--- config.mk ---
export PLATFORM = sky130hd
export DESIGN_NAME = tfcs_front
export DESIGN_NICKNAME = d
export VERILOG_FILES = /design/src/hw/rtl/tfcs_pkg.sv /design/src/hw/rtl/tfcs_front.sv
export SDC_FILE = /design/constraint.sdc
export NUM_CORES = 2
export LEC_CHECK = 0
export BUFFER_PORTS_ARGS = -buffer_cell sky130_fd_sc_hd__buf_4
export CORE_UTILIZATION = 40
export CTS_CLUSTER_SIZE = 28
export DETAILED_ROUTE_END_ITERATION = 6
export SLEW_MARGIN = 15
export SYNTH_ARGS = -nofsm -noshare
export SYNTH_HDL_FRONTEND = slang
export SYNTH_SLANG_ARGS = --single-unit
--- constraint.sdc ---
create_clock -name clock -period 23.8 [get_ports clock]
set_input_delay 0 -clock clock [delete_from_list [all_inputs] [get_ports clock]]
set_output_delay 0 -clock clock [all_outputs]
set_load 0.005 [all_outputs]
--- src/hw/rtl/tfcs_pkg.sv ---
package tfcs_pkg;

   localparam int MaxTmpl     = 4;
   localparam int NumTmplDef  = 2;
   localparam int ValW        = 24;
   localparam int CoefW       = 23;
   localparam int AccW        = 48;
   // |data - model| stays below 2^50, its square below 2^100.
   localparam int DiffW       = 50;
   localparam int SqW         = 100;
   // Sum of squared errors: five terms below 2^48 each.
   localparam int VarW        = 51;
   // Quotient bits needed before the final shift by 16, plus one for overflow.
   localparam int QuoW        = 65;
   localparam int QueueDepth  = 2;
   localparam logic [AccW-1:0] AccMax = {AccW{1'b1}};

   localparam logic [1:0] RegCoefA = 2'd0;
   localparam logic [1:0] RegCoefB = 2'd1;
   localparam logic [1:0] RegCoefC = 2'd2;
   localparam logic [1:0] RegCoefD = 2'd3;

   typedef struct packed {
      logic [ValW-1:0] data_value;
      logic [ValW-1:0] data_error;
      logic [ValW-1:0] tmpl_value_a;
      logic [ValW-1:0] tmpl_error_a;
      logic [ValW-1:0] tmpl_value_b;
      logic [ValW-1:0] tmpl_error_b;
      logic [ValW-1:0] tmpl_value_c;
      logic [ValW-1:0] tmpl_error_c;
      logic [ValW-1:0] tmpl_value_d;
      logic [ValW-1:0] tmpl_error_d;
      logic            last_bin;
   } req_type;

   typedef struct packed {
      logic [AccW-1:0] chi_square;
      logic            zero_variance_seen;
      logic            sum_saturated;
   } rsp_type;

   // What the front part hands to the back part for one bin.
   typedef struct packed {
      logic [DiffW-1:0] diff;
      logic [VarW-1:0]  variance;
      logic             last_bin;
   } work_type;

endpackage

--- src/hw/rtl/tfcs_front.sv ---
module tfcs_front #(
   parameter int NumTmpl = tfcs_pkg::NumTmplDef
) (
   input  logic                         clock,
   input  logic                         reset,
   input  logic                         req_valid,
   output logic                         req_stall,
   input  tfcs_pkg::req_type            req_data,
   input  logic [tfcs_pkg::CoefW-1:0]   coef [tfcs_pkg::MaxTmpl],
   output logic                         work_valid,
   input  logic                         work_stall,
   output tfcs_pkg::work_type           work_data
);
   import tfcs_pkg::*;

   // Step through templates one per cycle: one 24x24 and one 23x24 product.
   localparam int CntW = $clog2(MaxTmpl + 2);

   logic [ValW-1:0]  val_ff  [MaxTmpl];
   logic [ValW-1:0]  err_ff  [MaxTmpl];
   logic [ValW-1:0]  val_in  [MaxTmpl];
   logic [ValW-1:0]  err_in  [MaxTmpl];
   logic [ValW-1:0]  data_ff, data_in;
   logic             last_ff, last_in;
   logic [CntW-1:0]  step_ff, step_in;
   logic             busy_ff, busy_in;
   logic             done_ff, done_in;
   logic [DiffW+1:0] model_ff, model_in;
   logic [VarW-1:0]  var_ff, var_in;
   logic [DiffW+1:0] scaled;
   logic [DiffW+1:0] delta;
   logic [1:0]       idx;

   assign req_stall = busy_ff | done_ff;
   assign idx       = step_ff[1:0];
   assign scaled    = {{(DiffW+2-ValW-16){1'b0}}, data_ff, 16'd0};
   assign delta     = (scaled >= model_ff) ? scaled - model_ff : model_ff - scaled;

   assign work_valid         = done_ff;
   assign work_data.diff     = delta[DiffW-1:0];
   assign work_data.variance = var_ff;
   assign work_data.last_bin = last_ff;

   always_comb begin
      busy_in  = busy_ff;
      done_in  = done_ff;
      step_in  = step_ff;
      model_in = model_ff;
      var_in   = var_ff;
      data_in  = data_ff;
      last_in  = last_ff;
      val_in   = val_ff;
      err_in   = err_ff;
      if (done_ff && !work_stall) begin
         done_in = 1'b0;
      end
      if (req_valid && !req_stall) begin
         busy_in   = 1'b1;
         step_in   = '0;
         data_in   = req_data.data_value;
         last_in   = req_data.last_bin;
         model_in  = '0;
         var_in    = VarW'(req_data.data_error * req_data.data_error);
         val_in[0] = req_data.tmpl_value_a;
         err_in[0] = req_data.tmpl_error_a;
         val_in[1] = req_data.tmpl_value_b;
         err_in[1] = req_data.tmpl_error_b;
         val_in[2] = req_data.tmpl_value_c;
         err_in[2] = req_data.tmpl_error_c;
         val_in[3] = req_data.tmpl_value_d;
         err_in[3] = req_data.tmpl_error_d;
      end else if (busy_ff) begin
         model_in = model_ff + (DiffW+2)'(coef[idx] * val_ff[idx]);
         var_in   = var_ff + VarW'(err_ff[idx] * err_ff[idx]);
         step_in  = step_ff + 1'b1;
         if (step_ff == CntW'(NumTmpl - 1)) begin
            busy_in = 1'b0;
            done_in = 1'b1;
         end
      end
   end

   always_ff @(posedge clock) begin
      if (reset) begin
         busy_ff <= 1'b0;
         done_ff <= 1'b0;
      end else begin
         busy_ff <= busy_in;
         done_ff <= done_in;
      end
      step_ff  <= step_in;
      model_ff <= model_in;
      var_ff   <= var_in;
      data_ff  <= data_in;
      last_ff  <= last_in;
      val_ff   <= val_in;
      err_ff   <= err_in;
   end

endmodule

* Word-level counts from Yosys, hierarchy flattened
Cells that the tools add are included.
** Storage, ports and cells
- Flip-flop bits (word level) :: 325
- Output and inout bits :: 104
** Operators by class
- $add $sub $neg :: 5
- $mul :: 3
- Magnitude comparators :: 2
- Equality and inequality tests :: 1
- Muxes and demuxes :: 19
- Bitwise logic cells :: 2
- Reductions and logical operators :: 5
** Operators with widths (number)
- 24-bit binary-select mux with 2-bit select :: 2
- 24-bit by 24-bit multiplier with 48-bit output :: 2
- 24-bit 2-to-1 mux :: 4
- 48-bit 2-to-1 mux :: 2
- 52-bit by 47-bit adder with 52-bit output :: 1
- 40-bit by 52-bit greater-or-equal comparator with 1-bit output :: 1
- 51-bit by 48-bit adder with 51-bit output :: 1
- 50-bit 2-to-1 mux :: 1
- 40-bit by 50-bit subtractor with 50-bit output :: 1
- 50-bit by 40-bit subtractor with 50-bit output :: 1
- 23-bit by 24-bit multiplier with 47-bit output :: 1
- 23-bit binary-select mux with 2-bit select :: 1
- 23-bit 2-to-1 mux :: 2
- 1-bit 2-to-1 mux :: 7
- 3-bit by 1-bit adder with 3-bit output, second input constant :: 1
- 3-bit by 1-bit == test with 1-bit output, second input constant :: 1
- 3-bit greater-or-equal comparator, second input constant :: 1
- 2-bit NOT with 3-bit output :: 1
- 1-bit logical AND :: 2
- 1-bit logical NOT :: 2
- 2-bit nonzero test :: 1
- 1-bit OR :: 1

* Depth between registers and ports, before layout
- Depth after elaboration :: 8
- Depth in mapped cells :: 34
- Depth with buffers taken out :: 30

* Least setup slack after synthesis
OpenSTA, ideal clock, no wires.
- Path type :: register to register
- Start :: register step_ff[0]
- End :: register var_ff[47], data pin
- Setup time :: 272 ps
- Arrival :: 8350 ps
- Path slack :: 15179 ps
- Cell stages (with the launch flop) :: 29
- Path buffers :: 5
- Cells stage by stage :: dfxtp_1 buf_2 buf_1 clkbuf_1 o21ai_1 inv_1 clkbuf_1 nand2_1 fa_1 inv_1 fa_1 inv_1 fa_1 fa_1 inv_1 fa_1 fa_1 inv_1 fa_1 inv_1 ha_1 clkbuf_1 nand4_1 or4_4 a41oi_2 o21ai_2 o31ai_4 nor4b_1 or4_1
** On the way
- Word-level cells in the longest chain between the ends :: 8
** RTL lines
- start: declaration :: RTL line tfcs_front.sv:25 : logic [CntW-1:0] step_ff, step_in;
- start signal: assignment :: RTL line tfcs_front.sv:91 : step_ff <= step_in;
- 2-bit NOT with 3-bit output (not written as such) :: RTL line tfcs_front.sv:74 : var_in = var_ff + VarW'(err_ff[idx] * err_ff[idx]);
- 24-bit binary-select mux with 2-bit select :: RTL line tfcs_front.sv:74
- 24-bit 2-to-1 mux (not written as such) (2 in series) :: RTL line tfcs_front.sv:74
- 24-bit by 24-bit multiplier with 48-bit output :: RTL line tfcs_front.sv:74
- 51-bit by 48-bit adder with 51-bit output :: RTL line tfcs_front.sv:74
- 48-bit 2-to-1 mux :: RTL line tfcs_front.sv:72 : end else if (busy_ff) begin
- 48-bit 2-to-1 mux :: RTL line tfcs_front.sv:57 : if (req_valid && !req_stall) begin
- named net var_in[47] :: RTL line tfcs_front.sv:29 : logic [VarW-1:0] var_ff, var_in;
- end signal: assignment :: RTL line tfcs_front.sv:93 : var_ff <= var_in;
- end: declaration :: RTL line tfcs_front.sv:29
The timed path passes the listed nets, and every way through them passes these cells. The select of a mux whose other input is x is not followed.
A chain may end at the register's enable or synchronous reset.

* Worst setup path after layout
- Start :: register step_ff[1]
- End :: register model_ff[40]
** On the way
- Word-level cells in the longest chain between the ends :: 6
- Elaborated cells on any way between the ends :: 9
** RTL lines
- 2-bit NOT with 3-bit output (not written as such) (*) :: RTL line tfcs_front.sv:73 : model_in = model_ff + (DiffW+2)'(coef[idx] * val_ff[idx]);
- 23-bit binary-select mux with 2-bit select or 24-bit binary-select mux with 2-bit select (tied branches) :: RTL line tfcs_front.sv:73
- 23-bit 2-to-1 mux (not written as such) or 24-bit 2-to-1 mux (tied branches) (2 in series) :: RTL line tfcs_front.sv:73
- 23-bit by 24-bit multiplier with 47-bit output (*) :: RTL line tfcs_front.sv:73
- 52-bit by 47-bit adder with 52-bit output (*) :: RTL line tfcs_front.sv:73
- end signal: assignment :: RTL line tfcs_front.sv:92 : model_ff <= model_in;
- end: declaration :: RTL line tfcs_front.sv:28 : logic [DiffW+1:0] model_ff, model_in;
Every way passes the cells marked *; elsewhere a longest branch is shown, timed or not. The select of a mux whose other input is x is not followed.

==> impl_metrics.csv <==
group,metric,value,unit
die,io_pins,441,
sta,max_freq,94.2,MHz
clocking,numCtsBuffers,45,
detailed_routing,avgRoutedWirePerCell,20.9,µm
logic_synthesis,ys_warn_count,0,
placed_design,io_buffers,440,
sta,tightest_slew,1270,ps
clocking,insertion_delay,660,ps
outcome,violations,"DRC",
detailed_routing,drtIter0Drc,3804,
detailed_routing,dr_total_vias,51800,
run,max_cap_violations,0,
logic_synthesis,synth-edff-count,265,
placed_design,place_ws,13250,ps
logic_synthesis,synth_seq_cells,325,
sta,setup-tns-final,0,ps
detailed_routing,wirelength,210000,µm
logic_synthesis,syn_nets,9600,
grt,antenna_found_initial,14,
die,die_w,416,µm
sta,skew,56.0,ps
die,die_area,173000,µm²
sta,hold_viol,0,
sta,fin_crit,10620,ps
finish,final_util,45.8,%
logic_synthesis,yosysSeqAreaShare,13.3,%
critical_path,path_class,"flip-flop to flip-flop",
die,rows,151,
grt,grt-ovfl-total,0,
logic_synthesis,avgSynthCellArea,9.42,µm²
grt,grtUsageTotal,24.6,%
hold_path,worstHoldPathType,"input port to flip-flop",
clocking,htreeDepth,2,
logic_synthesis,netlist_area,68700,µm²
sta,finalWorstSetupSlack,13180,ps
finish,nNetsFinal,10100,
clocking,cts-root-buf,"clkbuf_16",
die,die_h,416,µm
logic_synthesis,syn_inst,7292,
sta,hold_ws,74.0,ps
sta,drv_slew,0,
critical_path,cp.required,24270,ps
clocking,cts_tree,"done",
clocking,cts_setup_buffers,0,
logic_synthesis,async_flop_share,0,%
die,core_area,170000,µm²
grt,grt_max_degree,190,
outcome,status,"finished with violations",
sta,setup_viol,0,
detailed_routing,viasPerCell,5.17,
sta,slew_headroom,15.5,%
finish,drive_gt1_share,8.65,%
critical_path,cp.arrival,11090,ps
clocking,ctsLongestPathBuffers,3,
critical_path,end_kind,"flip-flop",
finish,final_common_cell,"inv_1",
finish,syn_to_final_growth,13.4,%
finish,final_cell_mix,"inv_1 (1,910), fa_1 (1,395), nand2_1 (876)",
clocking,cts.sinks,325,
clocking,cts-resized-gates,0,
critical_path,path_max_fanout,43,
grt,grt_pass1_wl,325000,µm
critical_path,critPathLaunchType,"flip-flop",
sta,fin_crit_sh,44.6,%
die,initial_core_util,40.4,%
sta,rsz0062_at_grt,"no",
placed_design,hpwlAfterDp,170000,µm
detailed_routing,first_pass_iters,7,
placed_design,place.gp.congestion,0.953,
logic_synthesis,synthFlopType,"edfxtp_1",
clocking,path_clk_slew,70,ps
logic_synthesis,ys_types,87,
detailed_routing,ant_nets,0,
grt,grt_pass1_vias,56300,
detailed_routing,drc_errors,2,
layout make-up:
class | count | area, µm²
sequential | 325 | 9170
inverter | 1923 | 7230
multi-input combinational | 4770 | 51300
antenna | 8 | 20.0
tap | 2218 | 2780
fill | 16300 | 92000
clock buffer | 57 | 1220
clock inverter | 27 | 330
timing repair buffer | 703 | 5850
registers in the layout, indices dropped and copies added, names as in the netlist:
| register | cells |
|---|---|
| err_ff | 96 |
| val_ff | 96 |
| model_ff | 52 |
| var_ff | 51 |
| data_ff | 24 |
| step_ff | 3 |
| busy_ff | 1 |
| last_ff | 1 |
| work_valid | 1 |
timing repair:
item                       4_1_cts  5_1_grt
hold endpoints to repair       221        0
hold buffers                   223        0
setup endpoints to repair        0        0
layer usage:
| layer | global-route usage (%) | wire [µm] | vias to the layer above |
|---|---|---|---|
| li1 | - | - | 23200 |
| met1 | 29.7 | 79600 | 26600 |
| met2 | 44.2 | 110000 | 1612 |
| met3 | 2.73 | 11100 | 405 |
| met4 | 10.3 | 9850 | 6 |
| met5 | 0 | 43 | - |
Yosys cell counts (47+ instances only):
cell	n	area share [%]
nor2_1	312	1.7
a21o_1	110	1.2
dfxtp_1	60	1.7
ha_1	576	10
xnor2_1	117	1.5
mux2i_1	47	0.69
xor2_1	60	0.77
o21ai_0	155	1.1
and2_1	272	2.5
inv_1	1911	10
a21oi_1	211	1.5
clkbuf_1	245	1.3
fa_1	1395	41
nand2_1	876	4.8
edfxtp_1	265	12
worst paths after layout:
check             cells past startpoint  slack [ps]    startpoint      endpoint
hold reg to reg                       1         480    var_ff[50]    var_ff[50]
setup reg to reg                     27       13180    step_ff[1]  model_ff[40]
hold / removal                        2          70  req_data[58]    err_ff[33]
setup / recovery                     27       13180    step_ff[1]  model_ff[40]
logic make-up after synthesis:
group | share of synthesized area, %
muxes | 2.55
buffers and inverters | 12.0
AOI/OAI and AO/OA | 7.44
xor gates and xnor gates | 2.26
and+or+nand+nor | 11.2
adders and majority gates | 51.2
DFF | 13.3
stage by stage:
step | cells | cell area [µm²]
detailed placement | 9716 | 74100
global route | 10000 | 77900
floorplan | 7292 | 68700
CTS | 10000 | 77800
finish | 10000 | 77900
global placement | 9716 | 74100
critical path, cell delays in order, from the launching register on:
cell     delay (ps)
dfxtp_4         720
buf_4           660
buf_4           650
mux2i_1         640
nand2_1         200
o21ai_1         640
nor2_1          140
fa_1            520
inv_1            60
fa_1            530
inv_1            50
fa_1            570
fa_1            500
fa_1            500
inv_1            60
fa_1            470
inv_1            50
fa_1            430
ha_1            420
nand3_1         180
nor3_1          380
nand3_1         120
a21oi_1         310
o21ai_0         230
a31oi_1         680
a41oi_1         250
xor2_1          270
o22ai_1         130
Power is left out: the tool's default activity adds up to more than one toggle a clock period on the data nets, which glitch-free logic cannot reach.
