$ cat src/hw/rtl/tfcs_pkg.sv
package tfcs_pkg;

   localparam int MaxTmpl     = 4;
   localparam int NumTmplDef  = 2;
   localparam int ValW        = 24;
   localparam int CoefW       = 23;
   localparam int AccW        = 48;
   // |data - model| stays below 2^50, its square below 2^100.
   localparam int DiffW       = 50;
   localparam int SqW         = 100;
   // Sum of squared errors: five terms below 2^48 each.
   localparam int VarW        = 51;
   // Quotient bits needed before the final shift by 16, plus one for overflow.
   localparam int QuoW        = 65;
   localparam int QueueDepth  = 2;
   localparam logic [AccW-1:0] AccMax = {AccW{1'b1}};

   localparam logic [1:0] RegCoefA = 2'd0;
   localparam logic [1:0] RegCoefB = 2'd1;
   localparam logic [1:0] RegCoefC = 2'd2;
   localparam logic [1:0] RegCoefD = 2'd3;

   typedef struct packed {
      logic [ValW-1:0] data_value;
      logic [ValW-1:0] data_error;
      logic [ValW-1:0] tmpl_value_a;
      logic [ValW-1:0] tmpl_error_a;
      logic [ValW-1:0] tmpl_value_b;
      logic [ValW-1:0] tmpl_error_b;
      logic [ValW-1:0] tmpl_value_c;
      logic [ValW-1:0] tmpl_error_c;
      logic [ValW-1:0] tmpl_value_d;
      logic [ValW-1:0] tmpl_error_d;
      logic            last_bin;
   } req_type;

   typedef struct packed {
      logic [AccW-1:0] chi_square;
      logic            zero_variance_seen;
      logic            sum_saturated;
   } rsp_type;

   // What the front part hands to the back part for one bin.
   typedef struct packed {
      logic [DiffW-1:0] diff;
      logic [VarW-1:0]  variance;
      logic             last_bin;
   } work_type;

endpackage

$ cat src/hw/rtl/tfcs_queue.sv
module tfcs_queue (
   input  logic                  clock,
   input  logic                  reset,
   input  logic                  in_valid,
   output logic                  in_stall,
   input  tfcs_pkg::work_type    in_data,
   output logic                  out_valid,
   input  logic                  out_stall,
   output tfcs_pkg::work_type    out_data
);
   import tfcs_pkg::*;

   localparam int PtrW = $clog2(QueueDepth);

   work_type        mem_ff [QueueDepth];
   logic [PtrW-1:0] wr_ff, wr_in, rd_ff, rd_in;
   logic [PtrW:0]   cnt_ff, cnt_in;
   logic            push, pop;

   assign in_stall  = (cnt_ff == (PtrW+1)'(QueueDepth));
   assign out_valid = (cnt_ff != '0);
   assign out_data  = mem_ff[rd_ff];
   assign push      = in_valid && !in_stall;
   assign pop       = out_valid && !out_stall;

   always_comb begin
      wr_in  = push ? wr_ff + 1'b1 : wr_ff;
      rd_in  = pop ? rd_ff + 1'b1 : rd_ff;
      cnt_in = cnt_ff + (PtrW+1)'(push) - (PtrW+1)'(pop);
   end

   always_ff @(posedge clock) begin
      if (reset) begin
         wr_ff  <= '0;
         rd_ff  <= '0;
         cnt_ff <= '0;
      end else begin
         wr_ff  <= wr_in;
         rd_ff  <= rd_in;
         cnt_ff <= cnt_in;
      end
      if (push) begin
         mem_ff[wr_ff] <= in_data;
      end
   end

endmodule

$ cat config.mk
export PLATFORM = sky130hd
export DESIGN_NAME = tfcs_queue
export DESIGN_NICKNAME = d
export VERILOG_FILES = /design/src/hw/rtl/tfcs_pkg.sv /design/src/hw/rtl/tfcs_queue.sv
export SDC_FILE = /design/constraint.sdc
export NUM_CORES = 1
export LEC_CHECK = 0
export BUFFER_PORTS_ARGS = -buffer_cell sky130_fd_sc_hd__buf_4
export CAP_MARGIN = 15
export CELL_PAD_IN_SITES_DETAIL_PLACEMENT = 2
export CELL_PAD_IN_SITES_GLOBAL_PLACEMENT = 2
export CORE_UTILIZATION = 40
export CTS_BUF_LIST = sky130_fd_sc_hd__clkbuf_4 sky130_fd_sc_hd__clkbuf_8
export DETAILED_ROUTE_END_ITERATION = 10
export PLACE_DENSITY_LB_ADDON = 0.1
export SYNTH_ARGS = -nofsm -noshare
export SYNTH_HDL_FRONTEND = slang
export SYNTH_SLANG_ARGS = --single-unit
$ cat constraint.sdc
create_clock -name clock -period 5 [get_ports clock]
set_input_delay 1 -clock clock [delete_from_list [all_inputs] [get_ports clock]]
set_output_delay 1 -clock clock [all_outputs]
set_load 0.005 [all_outputs]
### Word level (Yosys, flattened, before mapping)

Memory sizes are Yosys's and may differ from the RTL's. A register that Yosys moved wholly into a read port is not among the register bits.
Index checks and enable logic that the tools add are counted.

| cells by class | value |
|---|---|
| multiplexer cells | 4 |
| bitwise operators | 0 |
| $mul | 0 |
| order comparisons | 0 |
| shift operators | 0 |
| div/mod/pow operators | 0 |
| equality and inequality tests | 1 |
| reduce and logical (&&, ||, !) cells | 5 |
| $add $sub $neg | 4 |

Operator list:

| kind | number |
|---|---|
| $mux 1 | 4 |
| $add 1x1->1 const B | 2 |
| $add 2x1->2 | 1 |
| $eq 2x2->1 const B | 1 |
| $logic_and 1x1->1 | 2 |
| $logic_not 1->1 | 2 |
| $reduce_bool 2->1 | 1 |
| $sub 2x1->2 | 1 |

| storage, ports and cells | value |
|---|---|
| RAM bits | 204 |
| memories kept | 1 |
| flip-flop bits (word level) | 4 |
| logic and storage cells | 18 |
| latch bits | 0 |
| output and inout port bits | 104 |
| memory bits (read-only) | 0 |
| input bits | 106 |

Memories:

| memory | depth | bits a word | rd ports | clocked after Yosys merged registers in | wr ports | line | source |
|---|---|---|---|---|---|---|---|
| mem_ff | 2 | 102 | 1 | 1 | 1 | tfcs_queue.sv:15 | `work_type mem_ff [QueueDepth];` |

### Logic depth before layout (Yosys ltp)

Gate-level depths: netlist of the first run.

| logic depth | value |
|---|---|
| depth after elaboration | 5 |
| gate-level depth with buffers | 8 |
| mapped depth without buffers | 8 |

### Worst setup path before layout of the first run

Ideal clock, no wire load.

| timing | value |
|---|---|
| kind | in2reg |
| start | input port in_valid |
| end | memory mem_ff[1][0] (netlist name) (enable) |
| setup time | 473 ps |
| cell stages on the path | 1 |
| buffers on the path | 0 |
| setup slack | 1116 ps |
| arrival time | 3411 ps |
| data required time | 4527 ps |
| cells stage by stage | and3_1 |

| on the way | value |
|---|---|
| word-level cells in the longest chain between the ends | 3 |

Ends and longest elaborated chain:

| element | line | source |
|---|---|---|
| start, declared | tfcs_queue.sv:4 | `input logic in_valid,` |
| $logic_and 1x1->1 | tfcs_queue.sv:23 | `assign push = in_valid && !in_stall;` |
| $mux 1 | tfcs_queue.sv:42 | `if (push) begin` |
| $mux 1 (not written as such) | tfcs_queue.sv:43 | `mem_ff[wr_ff] <= in_data;` |
| end, declared | tfcs_queue.sv:15 |  |

No other way between the ends.

==> results by group, run 1 <==
Outcome
  – Outcome: finished clean

GRT
  – First-pass GRT wire length: ~26000 um
  – Initial antenna violation count: 1
  – Largest net degree at the start of global routing: 58
  – Gr usage total: between 10% and 20%
  – GRT overflow: 0
  – Number of global-route vias before repair: between 4000 and 5000

Clock tree
  – CTS Hold Bufs: 0
  – CTS Sinks: approximately 210
  – Clock Path Buffers: 3
  – H-Tree Depth: 2
  – Root Buffer: clkbuf_8
  – Cts bufs inserted: 37
  – Setup Fix Bufs, Post-CTS: 0
  – Reg clk slew, reported paths: ~0.06 ns
  – Skew-Pair Late Insertion Delay: 0.51 ns
  – CTS tree: done
  – Post-CTS sizing: 0

Worst hold path
  – Hold path depth: 2
  – Worst Hold Class: flip-flop to flip-flop
  – Hold Startpoint: wr_ff
  – Hold Path End: wr_ff

Layout
  – Final Instance Count excl. Fillers: 880
  – Layout cell share with drive strength beyond 1: a little over three fifths
  – Utilization after layout: between 50% and 60%
  – Fin area: between 10000 and 15000 um^2
  – Fin nets: around 700
  – Area grow syn2layout: 32.58%

STA
  – Final setup viols: 0
  – Worst-Margin Slew: around 0.94 ns
  – Final Cycle Share: a little over two thirds
  – Hold Vio Cnt, Final: 0
  – Final Worst Setup Slack: 1.509 ns
  – Clock Skews: ~0.022 ns
  – Fmax: ~290 MHz
  – Fin crit period: 3.491 ns
  – WHS: between 0.5 and 0.6 ns
  – Slew Limit Fails: 0
  – Setup tns final: 0 ns
  – Worst slew margin: a little under two fifths
  – Unrepaired setup endpoints after global routing: no

Power and ir drop
  – PD cells: ~500 nW/um^2
  – Leakage power: around 4.1 nW
  – VDD IR max: 0.2341 mV
  – Pwr Total: around 5.2 mW

Worst setup path
  – CP endpoint kind: output pin
  – Crit path DAT: 2.49 ns
  – R2R Path Start: cnt_ff[0]
  – R2r endpoint: mem_ff[0][41]
  – Critical path launch point type: flip-flop
  – WP data required: 4.00 ns
  – R2R setup slack: 2.68 ns
  – FF-to-FF path depth: 5
  – CP max FO: 52
  – Setup CP Type: flip-flop to output pin

Floorplanning
  – Die ar.: between 20000 and 25000 um^2
  – I/O pins: 210
  – FP Rows: 51
  – Die X: around 140 um
  – Initial Util: roughly 40%
  – Core ar.: ~20000 um^2
  – Die height: 142.7 um

Placed design
  – Cell Area, Placed: 9774 um^2
  – Post-DP HPWL: 11920 um
  – # port buffers: between 200 and 250
  – Placer Congestion: approximately 0.69
  – Worst slack at placement: 1.987 ns
  – Placed Cells: 814

Logic synthesis
  – Ys Warns: 0
  – Synthesized cell area: 7920 um^2
  – Post-synthesis sequential area ratio: 78.61%
  – EDFF count, synth: roughly 200
  – Ys flop type: edfxtp_1
  – Yosys reg bits: roughly 210
  – Most frequent cell after synthesis: edfxtp_1
  – Synth cell count leaders: 204 x edfxtp_1, 80 x mux2_4, 22 x mux2_2
  – Post-synth top area share: approximately 77%
  – Ys async rst share: 0%
  – Synth area leaders: edfxtp_1 77%, mux2_4 15%, mux2_2 3.1%
  – Yosys top cell by area: edfxtp_1
  – Cell variety after synth: 21
  – Syn_area_per_cell: 22.89 um^2
  – Gate Count Post-Synth: 346
  – Syn Nets: between 400 and 500

Detailed routing
  – Routed Antenna Nets: 0
  – Via count: between 4000 and 5000
  – DRT Wirelength: ~18000 um
  – WL/cell: between 20 and 25 um
  – DR pass1 iterations: 6
  – DRC: 0
  – DR iter-0 viols: roughly 100
  – DR vias/cell: about 4.6

Job
  – Max-cap violations: 0
[registers in the layout (all words and copies together), names as in the netlist, named ones only]
signal,count
mem_ff,204
cnt_ff,2
rd_ff,1
wr_ff,1
[worst max-delay path, stage by stage (launching register included)]
cell     delay, ns
dfxtp_4       0.92
buf_12        0.44
mux2_2        0.39
buf_4         0.14
[layout make-up]
| cell class | count | area [um^2] |
|---|---|---|
| Clock buffer | 61 | 701.9 |
| Antenna cell | 1 | 2.502 |
| Tap cell | 265 | 331.6 |
| Timing Repair Buffer | 214 | 1619 |
| Sequential cell | 209 | 6230 |
| Multi-Input combinational cell | 121 | 1573 |
| Inverter | 5 | 21.27 |
| Fill cell | 1732 | 8962 |
| Clock inverter | 4 | 21.27 |
[logic make-up after synthesis]
kind of cell | count (synthesis) | synth area share (%)
flip-flops | 209 | 78.61
multiplexers | 102 | 18.29
buffers and inverters | 16 | 1.596
AND/OR/NAND/NOR | 11 | 0.7583
AO/OA/AOI/OAI | 5 | 0.3159
adder cells (fa/ha/maj) | 2 | 0.3159
XOR/XNOR | 1 | 0.1106
[where the power goes]
part	internal [mW]	total (mW)	switching [mW]
sequential	2.24	2.37	0.134
clock	0.881	1.54	0.659
combinational	0.775	1.29	0.517
total	3.89	5.20	1.31
[cell usage in the layout (no fill, tap or decap), types with 2 or more instances in the layout]
master / instances
clkbuf_8: 39
mux2_2: 22
ha_1: 2
mux2_4: 80
inv_1: 3
or3_1: 2
nor2_1: 3
buf_4: 213
edfxtp_1: 204
a21oi_1: 3
clkinv_2: 2
dfxtp_1: 4
o21ai_0: 2
clkbuf_4: 22
[per-layer routing]
metal  vias to the layer above  track usage, %  part of all wire (%)
li1                       1855               -                     -
met4                         0           8.829                   3.7
met2                       158           30.42                    53
met1                      2014           18.62                    37
met3                        48           5.634                   7.0
met5                         -               0                     0
[worst max path at each step]
stage	from	to	slack (ns)
floorplan	in_valid	mem_ff[1][0]	1.12
global placement	flip-flop	out_data[4]	2.04
detailed placement	flip-flop	out_data[99]	1.99
CTS	flip-flop	out_data[4]	1.43
global route	flip-flop	out_data[5]	1.37
finish	flip-flop	out_data[0]	1.51
(Power assumes the default switching activity.)
==> run 2, diff against run 1 <==
--- a/config.mk
+++ b/config.mk
@@ -9,7 +9,7 @@
 export CAP_MARGIN = 15
 export CELL_PAD_IN_SITES_DETAIL_PLACEMENT = 2
 export CELL_PAD_IN_SITES_GLOBAL_PLACEMENT = 2
-export CORE_UTILIZATION = 40
+export CORE_UTILIZATION = 36
 export CTS_BUF_LIST = sky130_fd_sc_hd__clkbuf_4 sky130_fd_sc_hd__clkbuf_8
 export DETAILED_ROUTE_END_ITERATION = 10
 export PLACE_DENSITY_LB_ADDON = 0.1
==> constraint.sdc (replaced) <==
create_clock -name clock -period 2.95 [get_ports clock]
set_input_delay 0.59 -clock clock [delete_from_list [all_inputs] [get_ports clock]]
set_output_delay 0.59 -clock clock [all_outputs]
set_load 0.005 [all_outputs]
==> run 2 against run 1 <==
  * Global-route usage shrank 1.2 points
  * Hold slack worse by 0.26 ns
  * Flip-flop and latch count stayed put
  * Count of clock-buffer cells in the layout decreased by 15
  * Critical path depth did not move
  * Core utilization shrank 4.6 points
  * First-iteration DRC count rose by 64%
  * Non-clock buffer count is 2 higher
  * Clock power rose by 59%
  * Die area grew 11%
  * Combinational power grew 81%
  * Critical path type unchanged
==> results by group, run 2 (synthesized netlist as in run 1, its figures left out) <==
Outcome
  – Outcome: finished clean

STA
  – Fin crit period: 2.589 ns
  – Slew Limit Fails: 0
  – WHS: 0.2483 ns
  – Setup tns final: 0 ns
  – Fmax: between 300 and 400 MHz
  – Clock Skews: between 0.01 and 0.015 ns
  – Unrepaired setup endpoints after global routing: no
  – Worst-Margin Slew: around 0.65 ns
  – Hold Vio Cnt, Final: 0
  – Final Cycle Share: slightly below 90%
  – Worst slew margin: a little under three fifths
  – Final setup viols: 0

Worst hold path
  – Hold Startpoint: in_data[31]
  – Worst Hold Class: input pin to flip-flop

Worst setup path
  – Crit path DAT: 2.00 ns
  – R2R setup slack: between 1 and 1.5 ns
  – R2R Path Start: cnt_ff[0]
  – FF-to-FF path depth: 5
  – Critical path launch point type: flip-flop
  – CP max FO: 38
  – Setup CP Type: flip-flop to output pin
  – CP dominant cell by count: buf_4
  – Cells along the critical path: buf_4 -> mux2_2 -> buf_4
  – Worst setup path endpoint: out_data[99]
  – CP endpoint kind: output pin
  – WP data required: 2.36 ns
  – R2r endpoint: mem_ff[0][88]
  – CP max stage cell: buf_4
  – CP peak stage delay: approximately 0.52 ns

Detailed routing
  – DRC: 0
  – Routed Antenna Nets: 0
  – DR iter-0 viols: 171
  – DRT Wirelength: roughly 18000 um
  – WL/cell: 20.44 um
  – DR pass1 iterations: 4
  – DR vias/cell: approximately 4.7
  – Via count: 4142

Power and ir drop
  – VDD IR max: approximately 0.48 mV
  – Leakage power: 4.076 nW
  – PD cells: slightly above 800 nW/um^2
  – Pwr Total: 8.706 mW

Placed design
  – # port buffers: between 200 and 250
  – Post-DP HPWL: 12270 um
  – Placer Congestion: between 0.7 and 0.8
  – Placed Cells: ~830

Clock tree
  – Setup Fix Bufs, Post-CTS: 0
  – CTS Hold Bufs: 0
  – CTS Sinks: around 210
  – Root Buffer: clkbuf_8
  – Cts bufs inserted: 36
  – Skew-Pair Late Insertion Delay: 0.52 ns
  – CTS tree: done
  – H-Tree Depth: 2
  – Clock Path Buffers: 3
  – Post-CTS sizing: 0
  – Reg clk slew, reported paths: 0.06 ns

Layout
  – FILL cells: roughly 1900
  – Storage cell area: about 6200 um^2
  – Fin nets: 697
  – Footprint of the multi-input gates: 1573 um^2
  – Most frequent cells in the layout: 212 x buf_4, 204 x edfxtp_1, 80 x mux2_4, 40 x clkbuf_8, 22 x mux2_2
  – Most flop-heavy register: mem_ff
  – Area grow syn2layout: 32.75%
  – Commonest non-fill, non-tap cell in the layout: buf_4
  – Layout cell share with drive strength beyond 1: approximately three fifths
  – Max reg flops: a little over 200
  – Final Instance Count excl. Fillers: 890
  – Top Registers: mem_ff: 204 flops, cnt_ff: 2 flops
  – Ant diodes: 0

Job
  – Max-cap violations: 0

GRT
  – Number of global-route vias before repair: approximately 4600
  – Initial antenna violation count: 1
  – GRT overflow: 0
  – Largest net degree at the start of global routing: a little under 80
  – First-pass GRT wire length: between 20000 and 30000 um
  – Gr usage total: around 16%

Floorplanning
  – Die ar.: between 20000 and 25000 um^2
  – Die height: around 150 um
  – FP Rows: 53
  – I/O pins: 210
  – Core ar.: between 20000 and 25000 um^2
  – Initial Util: between 30 and 40%
  – Die X: approximately 150 um
run 2: cell types whose count changed in the layout (fill, tap and decap cells not counted), sizes merged:
cell,before,now
clkinv,3,16
inv,5,4
clkbuf,61,46
diode,1,0
buf,214,216
clkinvlp,1,3
run 2: critical path: cells and delay by family, from the launching register on:
family / cells / cell delay [ns]
buffers and inverters: 2 / 0.66
DFF: 1 / 0.36
muxes: 1 / 0.42
run 2: how the worst min path moves through the flow:
stage	slack [ns]	cells past startpoint	to
floorplan	0.45	2	wr_ff
global placement	0.49	2	flip-flop
detailed placement	0.51	2	flip-flop
CTS	0.20	1	mem_ff[1][43]
global route	0.21	1	mem_ff[0][97]
finish	0.25	1	mem_ff[1][31]
run 2: layer usage:
| metal | up-vias | track usage [%] | wire length (um) | part of all wire (%) |
|---|---|---|---|---|
| met3 | 33 | 6.182 | 1600 | 8.8 |
| met1 | 2097 | 17.65 | 6674 | 37 |
| met2 | 156 | 28.16 | 9477 | 52 |
| li1 | 1854 | - | - | - |
| met5 | - | 0 | 17 | 0.093 |
| met4 | 2 | 5.758 | 418 | 2.3 |
run 2: metrics by stage:
| step | setup slack (ns) | utilization (%) | cell area [um^2] |
|---|---|---|---|
| after global placement | 0.9265 | 46.23 | 9841 |
| after CTS | 0.3097 | 49.39 | 10510 |
| after detailed placement | 0.8900 | 46.23 | 9841 |
| after global routing | 0.2555 | 49.39 | 10510 |
| final | 0.3606 | 49.39 | 10510 |
| after floorplan | 0.2800 | - | 7925 |
run 2: where the power goes:
| part | switching [mW] | internal (mW) |
|---|---|---|
| Combinational | 1.00 | 1.34 |
| Clock | 1.13 | 1.32 |
| Sequential | 0.124 | 3.79 |
| Total | 2.26 | 6.45 |
run 2: cell type report:
type	count	share of cell area (%)
clock inverters	18	0.7378
repair buffers	216	15.90
inverters	5	0.2142
flip-flops and latches	209	59.25
well taps	275	3.273
multi-input cells	121	14.96
clock buffers	46	5.665
